==> src/rtl/hex_spiral_coordinate_generator_macros.svh <==
// Assertion macros shared by the hex spiral generator modules.
`ifndef HEX_SPIRAL_COORDINATE_GENERATOR_MACROS_SVH
`define HEX_SPIRAL_COORDINATE_GENERATOR_MACROS_SVH

`ifndef ASSERT_OFF

// Checked while out of reset.
`define HSC_ASSERT(label, clk, rst, prop, msg) \
  label: assert property (@(posedge clk) disable iff (rst) prop) else $error(msg);

// Checked on every edge, reset included.
`define HSC_ASSERT_ALWAYS(label, clk, prop, msg) \
  label: assert property (@(posedge clk) prop) else $error(msg);

`else

`define HSC_ASSERT(label, clk, rst, prop, msg)
`define HSC_ASSERT_ALWAYS(label, clk, prop, msg)

`endif

`endif

==> src/rtl/hsc_pkg.sv <==
`timescale 1ns / 1ps

package hsc_pkg;

  // Largest ring that can be emitted, and coordinate arithmetic width.
  localparam int MAX_RADIUS  = 4;
  localparam int COORD_WIDTH = 16;

  // Port field widths.
  localparam int RADIUS_W = 4;
  localparam int FIELD_W  = 16;
  localparam int DIR_W    = 3;

  // Ring and step counter width, enough for 0..MAX_RADIUS + 1.
  localparam int RING_W = $clog2(MAX_RADIUS + 1);

  // Neighbor directions.
  localparam int DIR_COUNT = 6;
  localparam logic [DIR_W-1:0] DIR_EAST      = DIR_W'(0);
  localparam logic [DIR_W-1:0] DIR_NORTHEAST = DIR_W'(1);
  localparam logic [DIR_W-1:0] DIR_NORTHWEST = DIR_W'(2);
  localparam logic [DIR_W-1:0] DIR_WEST      = DIR_W'(3);
  localparam logic [DIR_W-1:0] DIR_SOUTHWEST = DIR_W'(4);
  localparam logic [DIR_W-1:0] DIR_SOUTHEAST = DIR_W'(5);
  localparam logic [DIR_W-1:0] DIR_RESET     = DIR_SOUTHWEST;
  localparam logic [DIR_W-1:0] LAST_SIDE     = DIR_SOUTHEAST;

  typedef logic [DIR_W-1:0]               dir_t;
  typedef logic [RING_W-1:0]              ring_t;
  typedef logic signed [COORD_WIDTH-1:0]  coord_t;

  typedef struct packed {
    logic signed [RADIUS_W-1:0] outer_radius;
    logic signed [RADIUS_W-1:0] inner_radius;
    logic signed [FIELD_W-1:0]  center_q;
    logic signed [FIELD_W-1:0]  center_r;
  } req_t;

  typedef struct packed {
    logic signed [FIELD_W-1:0] cell_q;
    logic signed [FIELD_W-1:0] cell_r;
    logic                      present;
    logic                      last;
  } res_t;

  // Controller to datapath.
  typedef struct packed {
    logic load;
    logic emit;
  } hsc_cmd_t;

  // Datapath to controller.
  typedef struct packed {
    logic last_cell;
  } hsc_status_t;

  // Register value 6 and 7 act as 0 and 1.
  function automatic dir_t dir_fold(input dir_t d);
    dir_t res;
    if (d >= DIR_W'(DIR_COUNT)) begin
      res = d - DIR_W'(DIR_COUNT);
    end else begin
      res = d;
    end
    return res;
  endfunction

  // Sign of the q offset of a direction.
  function automatic logic signed [1:0] dir_dq(input dir_t d);
    logic signed [1:0] res;
    case (d)
      DIR_EAST, DIR_NORTHEAST: res = 2'sd1;
      DIR_WEST, DIR_SOUTHWEST: res = -2'sd1;
      default:                 res = 2'sd0;
    endcase
    return res;
  endfunction

  // Sign of the r offset of a direction.
  function automatic logic signed [1:0] dir_dr(input dir_t d);
    logic signed [1:0] res;
    case (d)
      DIR_SOUTHWEST, DIR_SOUTHEAST: res = 2'sd1;
      DIR_NORTHEAST, DIR_NORTHWEST: res = -2'sd1;
      default:                      res = 2'sd0;
    endcase
    return res;
  endfunction

  // Unit offset times a ring radius: just +k, 0 or -k.
  function automatic coord_t scale_offset(input logic signed [1:0] unit, input ring_t k);
    coord_t kk;
    coord_t res;
    kk = coord_t'({1'b0, k});
    if (unit > 2'sd0) begin
      res = kk;
    end else if (unit < 2'sd0) begin
      res = -kk;
    end else begin
      res = '0;
    end
    return res;
  endfunction

endpackage

==> src/rtl/hsc_ctrl.sv <==
`timescale 1ns / 1ps
`include "hex_spiral_coordinate_generator_macros.svh"

module hsc_ctrl
  import hsc_pkg::*;
(
  input  logic        clk,
  input  logic        rst,
  input  logic        in_valid,
  output logic        in_stall,
  output logic        out_valid,
  input  logic        out_stall,
  output hsc_cmd_t    cmd,
  input  hsc_status_t status
);

  typedef enum logic {
    S_IDLE,
    S_RUN
  } state_t;

  state_t state;
  logic   slot_busy;

  // Output register still holds a beat that will not leave this cycle.
  assign slot_busy = out_valid && out_stall;

  // Take a request only when idle and the output register can absorb a marker.
  assign in_stall = (state != S_IDLE) || slot_busy;
  assign cmd.load = in_valid && !in_stall;
  assign cmd.emit = (state == S_RUN) && !slot_busy;

  // State and output valid.
  always_ff @(posedge clk) begin
    if (rst) begin
      state     <= S_IDLE;
      out_valid <= 1'b0;
    end else begin
      case (state)
        S_IDLE: begin
          if (cmd.load) begin
            state <= S_RUN;
          end
        end
        S_RUN: begin
          if (cmd.emit && status.last_cell) begin
            state <= S_IDLE;
          end
        end
        default: state <= S_IDLE;
      endcase

      if (cmd.emit) begin
        out_valid <= 1'b1;
      end else if (out_valid && !out_stall) begin
        out_valid <= 1'b0;
      end
    end
  end

  `HSC_ASSERT_ALWAYS(a_reset_idle, clk, rst |=> (state == S_IDLE) && !out_valid, "reset did not clear controller")
  `HSC_ASSERT(a_last_to_idle, clk, rst, cmd.emit && status.last_cell |=> state == S_IDLE, "no return to idle after last beat")
  `HSC_ASSERT(a_load_runs, clk, rst, cmd.load |=> (state == S_RUN) && !cmd.load, "request accepted while walking")
  `HSC_ASSERT(a_held_beat, clk, rst, out_valid && out_stall |=> out_valid, "stalled beat dropped")

endmodule

==> src/rtl/hsc_datapath.sv <==
`timescale 1ns / 1ps
`include "hex_spiral_coordinate_generator_macros.svh"

module hsc_datapath
  import hsc_pkg::*;
(
  input  logic        clk,
  input  logic        rst,
  input  logic        cfg_write,
  input  dir_t        cfg_data,
  input  req_t        req,
  input  hsc_cmd_t    cmd,
  output hsc_status_t status,
  output res_t        res
);

  localparam logic signed [RADIUS_W-1:0] RAD_MAX  = RADIUS_W'(MAX_RADIUS);
  localparam logic signed [RADIUS_W-1:0] RAD_NONE = -RADIUS_W'(1);

  dir_t   start_direction;
  coord_t hub_q, hub_r, walk_q, walk_r;
  ring_t  ring, step, outer_held;
  dir_t   side;
  logic   marker;

  dir_t   sd;
  logic signed [RADIUS_W-1:0] outer_c, inner_c, first_ring;
  logic   empty_req;
  ring_t  ring_first;
  coord_t in_q, in_r;

  ring_t  ring_inc;
  logic   side_end, ring_end;

  assign sd = dir_fold(start_direction);

  // Request decode: clamp radii, pick first ring.
  always_comb begin
    outer_c    = (req.outer_radius > RAD_MAX) ? RAD_MAX : req.outer_radius;
    inner_c    = (req.inner_radius < RAD_NONE) ? RAD_NONE : req.inner_radius;
    empty_req  = inner_c >= outer_c;
    first_ring = inner_c + RADIUS_W'(1);
    ring_first = first_ring[RING_W-1:0];
    in_q       = coord_t'(req.center_q);
    in_r       = coord_t'(req.center_r);
  end

  // Walk position bookkeeping.
  assign ring_inc  = ring + RING_W'(1);
  assign side_end  = (step == ring - RING_W'(1));
  assign ring_end  = (ring == '0) || ((side == LAST_SIDE) && side_end);
  assign status.last_cell = marker || ((ring == outer_held) && ring_end);

  // Start direction register.
  always_ff @(posedge clk) begin
    if (rst) begin
      start_direction <= DIR_RESET;
    end else if (cfg_write) begin
      start_direction <= cfg_data;
    end
  end

  // Walk registers: load on accept, advance one cell per emitted beat.
  always_ff @(posedge clk) begin
    if (rst) begin
      ring       <= '0;
      side       <= '0;
      step       <= '0;
      outer_held <= '0;
      marker     <= 1'b0;
      hub_q      <= '0;
      hub_r      <= '0;
      walk_q     <= '0;
      walk_r     <= '0;
    end else if (cmd.load) begin
      marker     <= empty_req;
      outer_held <= outer_c[RING_W-1:0];
      ring       <= ring_first;
      side       <= '0;
      step       <= '0;
      hub_q      <= in_q;
      hub_r      <= in_r;
      walk_q     <= in_q + scale_offset(dir_dq(sd), ring_first);
      walk_r     <= in_r + scale_offset(dir_dr(sd), ring_first);
    end else if (cmd.emit) begin
      if (ring_end) begin
        ring   <= ring_inc;
        side   <= '0;
        step   <= '0;
        walk_q <= hub_q + scale_offset(dir_dq(sd), ring_inc);
        walk_r <= hub_r + scale_offset(dir_dr(sd), ring_inc);
      end else begin
        if (side_end) begin
          side <= side + DIR_W'(1);
          step <= '0;
        end else begin
          step <= step + RING_W'(1);
        end
        walk_q <= walk_q + coord_t'(dir_dq(side));
        walk_r <= walk_r + coord_t'(dir_dr(side));
      end
    end
  end

  // Output payload register.
  always_ff @(posedge clk) begin
    if (cmd.emit) begin
      if (marker) begin
        res.cell_q  <= '0;
        res.cell_r  <= '0;
        res.present <= 1'b0;
        res.last    <= 1'b1;
      end else begin
        res.cell_q  <= FIELD_W'(walk_q);
        res.cell_r  <= FIELD_W'(walk_r);
        res.present <= 1'b1;
        res.last    <= status.last_cell;
      end
    end
  end

  // The ring counter steps one past the outer ring after the final beat.
  `HSC_ASSERT(a_ring_range, clk, rst, ring <= RING_W'(MAX_RADIUS + 1) || marker, "ring beyond max radius")
  `HSC_ASSERT(a_step_range, clk, rst, (step == '0) || (step < ring), "step beyond side length")
  `HSC_ASSERT(a_side_range, clk, rst, side < DIR_W'(DIR_COUNT), "side beyond last direction")

endmodule

==> src/rtl/hex_spiral_coordinate_generator.sv <==
`timescale 1ns / 1ps

// Hex spiral coordinate generator. Each request beat (outer radius, inner
// radius, axial center) yields the cells of rings inner+1..outer, ring by
// ring, each ring starting at center + radius * offset of start_direction
// and walking six sides in directions 0..5; a negative inner radius puts
// the center cell first, and an empty range gives one marker beat with
// present=0, last=1. Outer radius saturates at MAX_RADIUS, coordinates
// wrap at COORD_WIDTH bits. After a request is accepted, result beats are
// produced from the walk counters (ring, side, step), held while out_stall
// keeps a beat in the output register; the next request is taken once the
// last beat has been handed to the output register and is not held there by
// out_stall. start_direction (reset 4) is written through cfg_write/cfg_data;
// the user must write it only while the block is idle; it is not enforced.
module hex_spiral_coordinate_generator
  import hsc_pkg::*;
(
  input  logic clk,
  input  logic rst,
  input  logic in_valid,
  output logic in_stall,
  input  req_t in_data,
  output logic out_valid,
  input  logic out_stall,
  output res_t out_data,
  input  logic cfg_write,
  input  dir_t cfg_data
);

  hsc_cmd_t    cmd;
  hsc_status_t status;

  hsc_ctrl u_ctrl (
    .clk       (clk),
    .rst       (rst),
    .in_valid  (in_valid),
    .in_stall  (in_stall),
    .out_valid (out_valid),
    .out_stall (out_stall),
    .cmd       (cmd),
    .status    (status)
  );

  hsc_datapath u_datapath (
    .clk       (clk),
    .rst       (rst),
    .cfg_write (cfg_write),
    .cfg_data  (cfg_data),
    .req       (in_data),
    .cmd       (cmd),
    .status    (status),
    .res       (out_data)
  );

endmodule
==> config.mk <==
export PLATFORM = sky130hd
export DESIGN_NAME = hex_spiral_coordinate_generator
export DESIGN_NICKNAME = d
export VERILOG_FILES = /design/src/rtl/hsc_pkg.sv /design/src/rtl/hsc_ctrl.sv /design/src/rtl/hsc_datapath.sv /design/src/rtl/hex_spiral_coordinate_generator.sv
export VERILOG_INCLUDE_DIRS = /design/src /design/src/rtl
export SDC_FILE = /design/constraint.sdc
export NUM_CORES = 1
export LEC_CHECK = 0
export BUFFER_PORTS_ARGS = -buffer_cell sky130_fd_sc_hd__buf_4
export CAP_MARGIN = 20
export CORE_UTILIZATION = 54
export DETAILED_ROUTE_END_ITERATION = 12
export PLACE_DENSITY = 0.69
export SYNTH_ARGS = -nofsm -noshare
export SYNTH_HDL_FRONTEND = slang
export SYNTH_HIERARCHICAL = 1
export SYNTH_SLANG_ARGS = --single-unit
==> constraint.sdc <==
create_clock -name clk -period 8.46 [get_ports clk]
set_input_delay 0.423 -clock clk [delete_from_list [all_inputs] [get_ports clk]]
set_output_delay 0.423 -clock clk [all_outputs]
set_load 0.01 [all_outputs]
; Word-level counts from Yosys, hierarchy flattened
; Index checks and enable logic that the tools add are counted.
[word_totals]
output_inout_bits = 36
regBits = 116
wordCells = 152
[op_classes]
order_cmp = 12
n_bitwise = 1
eq_ne = 12
n_addsub = 14
mux = 66
reduce_logical = 31
[op_table]
columns = cell, n
row1 = $mux W16, 26
row2 = $add A16 B16 Y16, 4
row3 = $mux W2, 21
row4 = $add A16 B2 Y16, 2
row5 = $neg A3 Y16, 2
row6 = $mux W3, 8
row7 = $reduce_or A2 Y1, 9
row8 = $pmux W2 S2, 4
row9 = $eq A3 B2 Y1 const B, 4
row10 = $eq A3 B3 Y1 const B, 4
row11 = $add A3 B1 Y3 const B, 3
row12 = $logic_not A3 Y1, 3
row13 = $gt A2 B1 Y1 const B, 4
row14 = $lt A2 B1 Y1 const B, 4
row15 = $mux W4, 2
row16 = $reduce_bool A2 Y1, 4
row17 = $logic_and A1 B1 Y1, 7
row18 = $eq A3 B1 Y1 const B, 2
row19 = $eq A3 B3 Y1, 2
row20 = $ge A4 B4 Y1, 1
row21 = $gt A4 B4 Y1 const B, 1
row22 = $lt A4 B1 Y1 const B, 1
row23 = $mux W1, 4
row24 = $reduce_and A2 Y1, 2
row25 = 8 further kinds, 12

; Logic depth before layout (Yosys ltp)
; Gate-level depths: netlist (run 1).
[depth]
ltp_word = 20
ltp_mapped = 18
ltp_nobuf = 16

; By module
; Netlist (run 1), hierarchy kept.
[by_module_without_submodules]
columns = module, area_per_inst_um2, cells_per_inst, n_inst, seq_area_each_um2
row1 = hsc_datapath, 9298.9, 1085, 1, 2622.5
row2 = hsc_ctrl, 91.3, 10, 1, 40.0

; Worst setup path after synthesis (run 1)
; No wires, ideal clock.
[synth_timing]
path_kind = input to register
start = input port out_stall
end = register u_datapath.walk_q[14]
t_arrival_ns = 4.420
required_ns = 8.323
setup_ns = 0.137
path_stages = 7
path_slack_ns = 3.903
cell_sequence = a21boi_0 -> inv_1 -> nor2_1 -> nand2b_1 -> or3_1 -> mux2i_1 -> a211oi_1
[synth_via]
elab_chain_len = 5
word_cells_on_any_way = 8
[synth_rtl]
columns = element, line_no
row1 = start: declaration, hex_spiral_coordinate_generator.sv:24  ; input logic out_stall,
row2 = $logic_and A1 B1 Y1 *, hsc_ctrl.sv:26  ; assign slot_busy = out_valid && out_stall;
row3 = $logic_or A1 B1 Y1, hsc_ctrl.sv:29  ; assign in_stall = (state != S_IDLE) || slot_busy;
row4 = $logic_not A1 Y1, hsc_ctrl.sv:30  ; assign cmd.load = in_valid && !in_stall;
row5 = $logic_and A1 B1 Y1, hsc_ctrl.sv:30
row6 = $mux W16 or $reduce_bool A2 Y1 (tied branches), n/a
row7 = end signal: assignment, hsc_datapath.sv:83  ; walk_q <= in_q + scale_offset(dir_dq(sd), ring_first);
row8 = end signal: assignment, hsc_datapath.sv:90  ; walk_q <= hub_q + scale_offset(dir_dq(sd), ring_inc);
row9 = end signal: assignment, hsc_datapath.sv:99  ; walk_q <= walk_q + coord_t'(dir_dq(side));
row10 = end: declaration, hsc_datapath.sv:21  ; coord_t hub_q, hub_r, walk_q, walk_r;
; Every way passes the cells marked *; elsewhere a longest branch is shown, timed or not.
; A chain may end at the register's enable or synchronous reset.

; Worst setup path after layout (run 1)
[layout_timing]
start = register u_datapath.ring[0]
end = register u_datapath.walk_r[13]
[layout_via]
elab_chain_len = 12
word_cells_on_any_way = 17
[layout_rtl]
columns = element, line_no
row1 = start: declaration, hsc_datapath.sv:22  ; ring_t ring, step, outer_held;
row2 = start signal: assignment, hsc_datapath.sv:78  ; ring <= ring_first;
row3 = start signal: assignment, hsc_datapath.sv:87  ; ring <= ring_inc;
row4 = $add A3 B1 Y3, hsc_datapath.sv:49  ; assign ring_inc = ring + RING_W'(1);
row5 = $neg A3 Y16, hsc_pkg.sv:98  ; res = -kk;
row6 = $mux W16, hsc_pkg.sv:97  ; end else if (unit < 2'sd0) begin
row7 = $mux W16, hsc_pkg.sv:95  ; if (unit > 2'sd0) begin
row8 = $mux W16, hsc_datapath.sv:86  ; if (ring_end) begin
row9 = $mux W16, hsc_datapath.sv:85  ; end else if (cmd.emit) begin
row10 = $mux W16, hsc_datapath.sv:75  ; end else if (cmd.load) begin
row11 = $mux W16, hsc_datapath.sv:65  ; if (rst) begin
row12 = $add A16 B16 Y16, hsc_datapath.sv:91  ; walk_r <= hub_r + scale_offset(dir_dr(sd), ring_inc);
row13 = $mux W16 *, hsc_datapath.sv:86
row14 = $mux W16 *, hsc_datapath.sv:85
row15 = $mux W16 *, hsc_datapath.sv:75
row16 = end signal: assignment, hsc_datapath.sv:84  ; walk_r <= in_r + scale_offset(dir_dr(sd), ring_first);
row17 = end signal: assignment, hsc_datapath.sv:91
row18 = end signal: assignment, hsc_datapath.sv:100  ; walk_r <= walk_r + coord_t'(dir_dr(side));
row19 = end: declaration, hsc_datapath.sv:21
; Every way passes the cells marked *; elsewhere a longest branch is shown, timed or not. The select of a mux whose other input is x is not followed.

==> impl_metrics.json, run 1 <==
{
  "netlist_area_sq_mm": 0.00939,
  "path_clk_slew_ns": 0.06,
  "drc": 0,
  "track_usage_pct": 28.8,
  "core_sq_mm": 0.0168,
  "ys_ff_latch": 116,
  "hpwl_um": 18800,
  "post-cts-setup-buffers": 0,
  "synth_fp_nets": 1256,
  "hold_buffers": 0,
  "avgSynthCellArea_sq_um": 8.58,
  "p_per_area_mw_per_mm2": 220,
  "drive_gt1_share_pct": 12.4,
  "grt_max_degree": 61,
  "syn2layout_area_growth_pct": 15.1,
  "multi_input_area_sq_mm": 0.00643,
  "tightest_slew_ns": 0.799,
  "rsz0062_at_grt": "no",
  "required_ns": 8.82,
  "boundaryPins": 84,
  "insertion_delay_ns": 0.43,
  "synth_top_cell_by_area": "dfxtp_1",
  "antenna_found_initial": 0,
  "cts_tree": "yes",
  "yosys-top-cells-area": "dfxtp_1 (17%), ha_1 (14%), edfxtp_1 (11%)",
  "ir_drop_mv": 0.190,
  "dp.cells": 1366,
  "fin_crit_sh_pct": 49.8,
  "fmaxAchievable_ghz": 0.237,
  "cap_viol_max_count": 0,
  "worstPathArrival_ns": 4.57,
  "cts_sinks": 116,
  "synth_top_area_share_pct": 17.5,
  "nFillCells": 1489,
  "crit_fanout": 10,
  "regArea_sq_mm": 0.00266,
  "synth_edf_count": 34,
  "numCtsBuffers": 17,
  "ant_nets": 0,
  "fp.dieH_um": 134,
  "ys_seq_area_share_pct": 28.4,
  "first_global_vias": 7378,
  "synth_flop_cell": "dfxtp_1",
  "diodes": 0,
  "drt_iter0_markers": 854,
  "firstDrtPassIters": 6,
  "row_count": 47,
  "setup_viol": 0,
  "slew_headroom_pct": 46.7,
  "die_x_um": 134,
  "leakage_uw": 0.00476,
  "cts_buffer_depth": 2,
  "skew_ns": 0.00819,
  "grt_pass1_wl_um": 39900,
  "hold_viol": 0,
  "yosys_warnings": 6,
  "io_buffers": 83,
  "fin_crit_ns": 4.21,
  "globalplace.congestion": 0.926,
  "start_util_pct": 56.0,
  "startpoint_type": "flip-flop",
  "slew_viol_final": 0,
  "yosysUniqueCellTypes": 76,
  "setup-tns-final_ns": 0,
  "gr-total-overflow": 0,
  "final_cells": 1398,
  "criticalPathCategory": "flip-flop to flip-flop",
  "nets": 1326,
  "syn_inst": 1095,
  "end_kind": "flip-flop",
  "wl_um": 25000,
  "root_buffer": "clkbuf_16",
  "synth_async_sr_flop_share_pct": 0,
  "post_cts_resized": 0,
  "routed_via_density": 5.92,
  "wl_per_cell_um": 17.9,
  "via_count": 8272,
  "dieArea_sq_mm": 0.0179,
  "outcome": "completed",
  "htreeDepth": 4,
  "hp-class": "primary input to flip-flop"
}
==> Yosys cell counts, drive strengths merged (3+ instances only) <==
library cell  instances
and3                  4
o22ai                10
edfxtp               34
a311oi                3
a21boi                4
o221ai                6
nand3                18
o41ai                 4
a221oi                6
nand2b               17
o21a                 13
mux2i                45
buf                  14
a211o                 3
xnor2                60
a41o                  3
nand2                65
a21oi                93
ha                  107
a31oi                10
nor4                  7
o211ai                9
xor2                 26
dfxtp                82
o31ai                 4
o31a                  4
or3                   6
nor2                147
nand4                 3
and2                  7
or2                   7
a211oi               32
fa                    6
a2111oi               4
nor3                 25
a21o                 22
a22oi                 4
o21bai                7
nor2b                44
inv                  38
clkbuf               24
o21ai                48
==> metal layers <==
| layer | up-vias | wire [um] | track usage (%) |
|---|---|---|---|
| li1 | 4138 | - | - |
| met1 | 3822 | 12800 | 45.7 |
| met2 | 298 | 10100 | 39.1 |
| met3 | 14 | 1920 | 5.29 |
| met4 | 0 | 248 | 7.13 |
| met5 | - | 0 | 0 |
==> metrics by stage <==
| stage | utilization (%) | area (sq um) | setup WS [ns] | power [uW] | hold WS, ns |
|---|---|---|---|---|---|
| final | 64.5 | 10800 | 4.25 | 2380 | 0.239 |
| after global routing | 64.5 | 10800 | 3.86 | 2500 | 0.260 |
| after CTS | 64.5 | 10800 | 4.37 | 2380 | 0.231 |
| after detailed placement | 60.7 | 10200 | 4.07 | 1580 | 0.475 |
| after global placement | 60.7 | 10200 | 4.17 | 1570 | 0.470 |
| after floorplan | - | 9390 | 3.90 | 1340 | 0.458 |
==> worst paths after layout <==
kind         cells after the start  slack [ns]                                  start                                    endpoint
min reg2reg                      2        0.48  u_datapath/outer_held[0]$_SDFFE_PP0P_       u_datapath/outer_held[0]$_SDFFE_PP0P_
max reg2reg                     15        4.25        u_datapath/ring[0]$_SDFFE_PP0P_          u_datapath/walk_r[13]$_SDFFE_PP0P_
min                              3        0.24                            cfg_data[2]  u_datapath/start_direction[2]$_SDFFE_PP1P_
max                             15        4.25        u_datapath/ring[0]$_SDFFE_PP0P_          u_datapath/walk_r[13]$_SDFFE_PP0P_
==> state kept, by name (all words and copies together) (netlist names) <==
register                    count
u_datapath/ring                 3
u_datapath/start_direction      3
u_datapath/res                 34
u_datapath/hub_q               16
u_datapath/hub_r               16
u_ctrl/state                    1
u_datapath/side                 3
u_datapath/walk_r              16
u_ctrl/out_valid                1
u_datapath/marker               1
u_datapath/walk_q              16
u_datapath/outer_held           3
u_datapath/step                 3
==> power by group <==
part           internal, uW  switching (uW)  leakage (uW)  total [uW]
sequential              661            58.6       0.00100         720
combinational           360             514       0.00345         875
clock                   497             289      0.000305         786
total                  1520             862       0.00476        2380
==> logic make-up after synthesis <==
kind of cell | share of synthesized area (%)
AO/OA/AOI/OAI | 21.9
XOR/XNOR | 8.47
adder cells (fa/ha/maj) | 15.5
buffers and inverters | 3.38
flip-flops | 28.4
multiplexers | 4.80
AND/OR/NAND/NOR | 17.6
==> cell type report <==
| class | instances | area share, % |
|---|---|---|
| clock buffer | 18 | 3.97 |
| clock inverter | 14 | 1.85 |
| sequential | 116 | 24.6 |
| tap | 220 | 2.55 |
| inverter | 38 | 1.32 |
| timing repair buffer | 89 | 6.18 |
| multi-input combinational | 903 | 59.5 |
==> layout by cell type, fill, tap and decap left out, types with 6 or more instances in the layout <==
| master | count |
|---|---|
| dfxtp_1 | 82 |
| a21oi_1 | 90 |
| buf_4 | 89 |
| nor3_1 | 24 |
| edfxtp_1 | 34 |
| mux2i_1 | 45 |
| xnor2_1 | 59 |
| nand2_1 | 65 |
| nor2_1 | 146 |
| a211oi_1 | 31 |
| o211ai_1 | 9 |
| fa_1 | 6 |
| clkbuf_16 | 17 |
| a31oi_1 | 10 |
| and2_1 | 7 |
| a221oi_1 | 6 |
| a21o_1 | 22 |
| nor2b_1 | 44 |
| o21ai_0 | 41 |
| o221ai_1 | 6 |
| o21ai_1 | 7 |
| o22ai_1 | 10 |
| or2_2 | 6 |
| xor2_1 | 26 |
| ha_1 | 107 |
| nor4_1 | 6 |
| or3_1 | 6 |
| nand2b_1 | 17 |
| nand3_1 | 18 |
| o21a_1 | 13 |
| o21bai_1 | 7 |
| inv_1 | 38 |
==> critical path, cell delays in order (launching register included) <==
cell      delay, ns
dfxtp_1        0.61
inv_1          0.17
ha_1           0.45
nor2b_1        0.19
o21ai_0        0.17
o21ai_0        0.11
a211oi_1       0.39
ha_1           0.32
a211oi_1       0.22
o31ai_1        0.13
o31a_2         0.34
a21oi_1        0.24
o221ai_1       0.16
xnor2_1        0.17
a221o_1        0.35
a21oi_1        0.11
No activity file was read; power rests on OpenSTA's default activity.
==> run 2, diff against run 1 <==
--- a/config.mk
+++ b/config.mk
@@ -10,7 +10,7 @@
 export CAP_MARGIN = 20
 export CORE_UTILIZATION = 54
 export DETAILED_ROUTE_END_ITERATION = 12
-export PLACE_DENSITY = 0.69
+export PLACE_DENSITY = 0.72
 export SYNTH_ARGS = -nofsm -noshare
 export SYNTH_HDL_FRONTEND = slang
 export SYNTH_HIERARCHICAL = 1
==> constraint.sdc (replaced) <==
create_clock -name clk -period 3.5 [get_ports clk]
set_input_delay 0.175 -clock clk [delete_from_list [all_inputs] [get_ports clk]]
set_output_delay 0.175 -clock clk [all_outputs]
set_load 0.01 [all_outputs]
==> impl_metrics.json, run 2 (synthesis results as in run 1) <==
{
  "outcome": "completed",
  "cts_buffer_depth": 2,
  "nets": 1439,
  "skew_ns": 0.0123,
  "via_count": 8832,
  "reg2reg_slack_ns": 0.09,
  "fmaxAchievable_ghz": 0.293,
  "largest_reg_flops": 34,
  "die_x_um": 134,
  "hp-class": "primary input to flip-flop",
  "fin_crit_ns": 3.41,
  "crit_top_cell": "o21ai_1",
  "reg2reg_from": "u_datapath/ring[1]$_SDFFE_PP0P_",
  "first_global_vias": 8137,
  "cts_sinks": 116,
  "critPathBufInv": 3,
  "setup_viol": 0,
  "crit_fanout": 4,
  "fp.dieH_um": 134,
  "io_buffers": 83,
  "worstPathArrival_ns": 3.71,
  "pwr-share-seq_pct": 28.8,
  "wl_um": 26600,
  "cts_tree": "yes",
  "core_sq_mm": 0.0168,
  "cp-endpoint": "u_datapath/walk_r[8]$_SDFFE_PP0P_",
  "root_buffer": "clkbuf_16",
  "reg2reg_depth": 16,
  "globalplace.congestion": 0.916,
  "crit_cells": 16,
  "cpMaxStageDelayCell": "a2111oi_4",
  "startpoint_type": "flip-flop",
  "grt_max_degree": 71,
  "insertion_delay_ns": 0.43,
  "nFillCells": 1333,
  "power.internal_uw": 3860,
  "gr-total-overflow": 0,
  "path_cells": "inv_2 > ha_4 > nor2b_2 > o21ai_1 > o21ai_1 > a211oi_2 > buf_4 > fa_1 > a21oi_2 > o21ai_1 > a2111oi_4 > nor3_2 > buf_4 > xnor2_1 > a211oi_1 > o22ai_1",
  "firstDrtPassIters": 6,
  "ir_drop_mv": 0.397,
  "slowest_delay_ns": 0.43,
  "hpwl_um": 19600,
  "drive_gt1_share_pct": 25.3,
  "ant_nets": 0,
  "syn2layout_area_growth_pct": 28.3,
  "holdWs_ns": 0.00660,
  "start_util_pct": 56.0,
  "drc": 0,
  "dp.cells": 1466,
  "fin_crit_sh_pct": 97.5,
  "numCtsBuffers": 17,
  "path_clk_slew_ns": 0.06,
  "cap_viol_max_count": 0,
  "startpoint": "u_datapath/ring[1]$_SDFFE_PP0P_",
  "stdcell_area_sq_mm": 0.0120,
  "grt_pass1_wl_um": 41600,
  "total_power_uw": 6040,
  "path_delay_family": "compound AO/OA/AOI/OAI gates",
  "required_ns": 3.80,
  "final_cells": 1511,
  "swShare_pct": 36.1,
  "wl_per_cell_um": 17.6,
  "hold_viol": 0,
  "drt_iter0_markers": 802,
  "leakage_uw": 0.00535,
  "slew_headroom_pct": 40.0,
  "placed_area_sq_mm": 0.0109,
  "top_register": "u_datapath/res",
  "routed_via_density": 5.85,
  "p_per_area_mw_per_mm2": 502,
  "layout_common_cells": "buf_4 (196), nor2_1 (142), ha_1 (100), dfxtp_1 (77), a21oi_1 (76)",
  "tightest_slew_ns": 0.901,
  "boundaryPins": 84,
  "htreeDepth": 4,
  "final_common_cell": "buf_4",
  "reg2reg_to": "u_datapath/walk_r[8]$_SDFFE_PP0P_",
  "end_kind": "flip-flop",
  "comb_power_share_pct": 41.8,
  "dieArea_sq_mm": 0.0179,
  "row_count": 47,
  "antenna_found_initial": 0,
  "track_usage_pct": 29.8,
  "slew_viol_final": 0,
  "p_clk_share_pct": 29.4,
  "criticalPathCategory": "flip-flop to flip-flop",
  "switchingPower_uw": 2180,
  "diodes": 0
}
==> run 2: power groups by stage <==
stage / logic [uW] / clock network (uW) / registers [uW]
after global placement: 2250 / 0 / 1750
after detailed placement: 2290 / 0 / 1760
after CTS: 2350 / 1790 / 1730
after floorplan: 1510 / 0 / 1740
after global routing: 2740 / 1840 / 1760
final: 2520 / 1780 / 1740
==> run 2: worst min path at each step <==
stage / from / to / cells after the start
after floorplan: rst / u_ctrl/out_valid$_SDFFE_PP0P_ / 1
after global placement: cfg_data[2] / u_datapath/start_direction[2]$_SDFFE_PP1P_ / 3
after detailed placement: cfg_data[2] / u_datapath/start_direction[2]$_SDFFE_PP1P_ / 3
after CTS: in_data[22] / u_datapath/hub_q[6]$_SDFFE_PP0P_ / 3
after global routing: in_data[19] / u_datapath/hub_q[3]$_SDFFE_PP0P_ / 3
final: in_data[38] / u_datapath/outer_held[2]$_SDFFE_PP0P_ / 3
==> run 2: repair_timing <==
action / 4_1_cts / 5_1_grt
pin swaps: 16 / 26
setup endpoints to repair: 17 / 18
hold endpoints to repair: 3 / 0
hold buffers: 4 / 0
setup buffers: 2 / 9
gates resized for setup: 25 / 57
==> run 2: per-stage QoR <==
stage	setup slack [ns]	TNS [ns]	util [%]
2_1_floorplan	0.0182	0	-
3_3_place_gp	-0.213	-0.872	65.3
3_5_place_dp	-0.316	-1.81	65.3
4_1_cts	0.000623	0	69.8
5_1_grt	-0.0361	-0.138	71.9
6_report	0.0862	0	71.9
==> run 2: layer usage <==
| layer | GRT usage [%] | share of wire (%) |
|---|---|---|
| met5 | 0 | 0 |
| met4 | 7.64 | 1.7 |
| met3 | 6.35 | 7.9 |
| met2 | 44.0 | 43 |
| met1 | 43.7 | 48 |
==> run 2: final cells by class <==
class	instances	area (sq um)	area share [%]
clock inverter	13	159	1.32
clock buffer	19	433	3.59
timing repair buffer	202	1540	12.8
inverter	38	146	1.22
sequential	116	2670	22.2
tap	220	275	2.28
multi-input combinational	903	6820	56.6
==> run 2: tightest hold or removal path, delay by kind of cell <==
| kind | cells | cell delay, ns |
|---|---|---|
| buf+inv | 1 | 0.09 |
| simple gates | 1 | 0.07 |
| mux | 1 | 0.06 |
==> run 3, diff against run 2 <==
--- a/config.mk
+++ b/config.mk
@@ -9,6 +9,7 @@
 export BUFFER_PORTS_ARGS = -buffer_cell sky130_fd_sc_hd__buf_4
 export CAP_MARGIN = 20
 export CORE_UTILIZATION = 54
+export CTS_CLUSTER_SIZE = 8
 export DETAILED_ROUTE_END_ITERATION = 12
 export PLACE_DENSITY = 0.72
 export SYNTH_ARGS = -nofsm -noshare
==> constraint.sdc (replaced) <==
create_clock -name clk -period 2.75 [get_ports clk]
set_input_delay 0.1375 -clock clk [delete_from_list [all_inputs] [get_ports clk]]
set_output_delay 0.1375 -clock clk [all_outputs]
set_load 0.01 [all_outputs]
==> impl_metrics.json, run 3 (synthesis results as in run 1) <==
{
  "outcome": "complete, but fails checks",
  "failed_checks": "negative setup slack",
  "syn2layout_area_growth_pct": 51.9,
  "end_kind": "flip-flop",
  "cts_buffer_depth": 2,
  "top_register": "u_datapath/res",
  "ant_nets": 0,
  "largest_reg_flops": 34,
  "hp-class": "primary input to flip-flop",
  "final_common_cell": "buf_4",
  "reg2reg_depth": 15,
  "min_delay_path_depth": 3,
  "hpwl_um": 21500,
  "fp.dieH_um": 134,
  "cap_viol_max_count": 0,
  "reg2reg_from": "u_datapath/start_direction[1]$_SDFFE_PP0P_",
  "hold_viol": 0,
  "fin_crit_ns": 3.55,
  "multi_input_area_sq_mm": 0.00757,
  "setup_ws_ns": -0.800,
  "reg2reg_to": "u_datapath/walk_r[12]$_SDFFE_PP0P_",
  "insertion_delay_ns": 0.44,
  "gr-total-overflow": 0,
  "tightest_slew_ns": 0.597,
  "drive_gt1_share_pct": 38.6,
  "criticalPathCategory": "flip-flop to flip-flop",
  "routed_via_density": 6.42,
  "grt_max_degree": 42,
  "nets": 1615,
  "layout_common_cells": "buf_4 (333), nor2_1 (136), ha_1 (87), dfxtp_1 (76), a21oi_1 (62)",
  "io_buffers": 83,
  "slew_viol_final": 0,
  "firstDrtPassIters": 9,
  "p_per_area_mw_per_mm2": 619,
  "nFillCells": 851,
  "skew_ns": 0.0167,
  "rsz0062_at_grt": "yes",
  "leakage_uw": 0.00640,
  "fin_crit_sh_pct": 129,
  "crit_fanout": 6,
  "grt_pass1_wl_um": 50900,
  "row_count": 47,
  "hold_end": "u_datapath/hub_q[6]$_SDFFE_PP0P_",
  "start_util_pct": 56.0,
  "min_from": "in_data[22]",
  "path_clk_slew_ns": 0.06,
  "startpoint_type": "flip-flop",
  "boundaryPins": 84,
  "setup-tns-final_ns": -13.25,
  "fmaxAchievable_ghz": 0.282,
  "core_sq_mm": 0.0168,
  "wl_per_cell_um": 22.4,
  "reg2reg_slack_ns": -0.80,
  "numCtsBuffers": 17,
  "ir_drop_mv": 0.561,
  "diodes": 0,
  "regArea_sq_mm": 0.00268,
  "first_global_vias": 9742,
  "antenna_found_initial": 0,
  "fin_util_pct": 85.1,
  "cts_tree": "yes",
  "required_ns": 3.09,
  "globalplace.congestion": 0.923,
  "drc": 0,
  "track_usage_pct": 36.4,
  "wl_um": 37800,
  "htreeDepth": 4,
  "via_count": 10800,
  "die_x_um": 134,
  "drt_iter0_markers": 1352,
  "root_buffer": "clkbuf_16",
  "cts_sinks": 116,
  "slew_headroom_pct": 60.0,
  "dieArea_sq_mm": 0.0179,
  "worstPathArrival_ns": 3.89,
  "setup_viol": 26
}
## run 3: area by class of cell
type / count / share of cell area (%)
Clock buffer: 18 / 3.01
Inverter: 38 / 1.05
Multi-Input combinational cell: 903 / 53.1
Tap cell: 220 / 1.93
Sequential cell: 116 / 18.8
Timing Repair Buffer: 378 / 20.9
Clock inverter: 14 / 1.24
## run 3: worst max-delay path by stage
stage,start,to,slack (ns),depth (start not counted)
after detailed placement,in_data[34],u_datapath/walk_q[15]$_SDFFE_PP0P_,-0.84,17
after global placement,in_data[34],u_datapath/walk_q[15]$_SDFFE_PP0P_,-0.74,16
after global routing,in_data[34],u_datapath/walk_q[15]$_SDFFE_PP0P_,-0.86,16
after floorplan,in_data[34],u_datapath/walk_r[12]$_SDFFE_PP0P_,-0.52,16
final,u_datapath/start_direction[1]$_SDFFE_PP0P_,u_datapath/walk_r[12]$_SDFFE_PP0P_,-0.80,15
after CTS,u_datapath/ring[0]$_SDFFE_PP0P_,u_datapath/walk_r[13]$_SDFFE_PP0P_,-0.51,16
## run 3: worst max-delay path: stages (launching register included)
cell and delay, ns:
dfxtp_2 0.41, nor3b_2 0.31, a21oi_2 0.09, buf_4 0.15
buf_4 0.15, buf_4 0.15, a21oi_2 0.17, ha_1 0.32
a21o_1 0.23, nand2_1 0.08, nor4b_2 0.32, o31ai_1 0.19
a21oi_1 0.31, xnor2_1 0.18, o221ai_1 0.17, a221oi_2 0.21
## run 3: where the power goes
group	switching, uW	total [uW]	internal [uW]
Combinational	2320	4280	1960
Sequential	191	2230	2030
Clock	893	2330	1430
## run 3: per-stage QoR
stage | area (sq um) | total power [uW] | worst slack, ns | hold WS (ns) | std cells
after global routing | 14300 | 9110 | -0.864 | 0.0323 | 1687
after detailed placement | 12300 | 5560 | -0.836 | 0.375 | 1604
after global placement | 12300 | 5490 | -0.744 | 0.370 | 1604
after CTS | 13800 | 8200 | -0.506 | 0.00138 | 1674
after floorplan | 9680 | 4240 | -0.519 | 0.209 | 1095
final | 14300 | 8830 | -0.800 | 0.0144 | 1687
## run 3: routing by layer
metal,up-vias,track usage (%),share of wire (%)
li1,4701,-,-
met1,5095,49.1,39
met2,780,57.8,45
met3,247,5.25,10
met4,0,16.4,6.4
met5,-,0,0
## run 3: what timing repair did
item                                    CTS  global route
endpoints found under the hold margin    32             0
pin swaps                                50            60
gates cloned                              0             0
setup buffers                            11            17
hold buffers                             34             0
endpoints found under the setup margin   28            28
gates resized for setup                 107            76
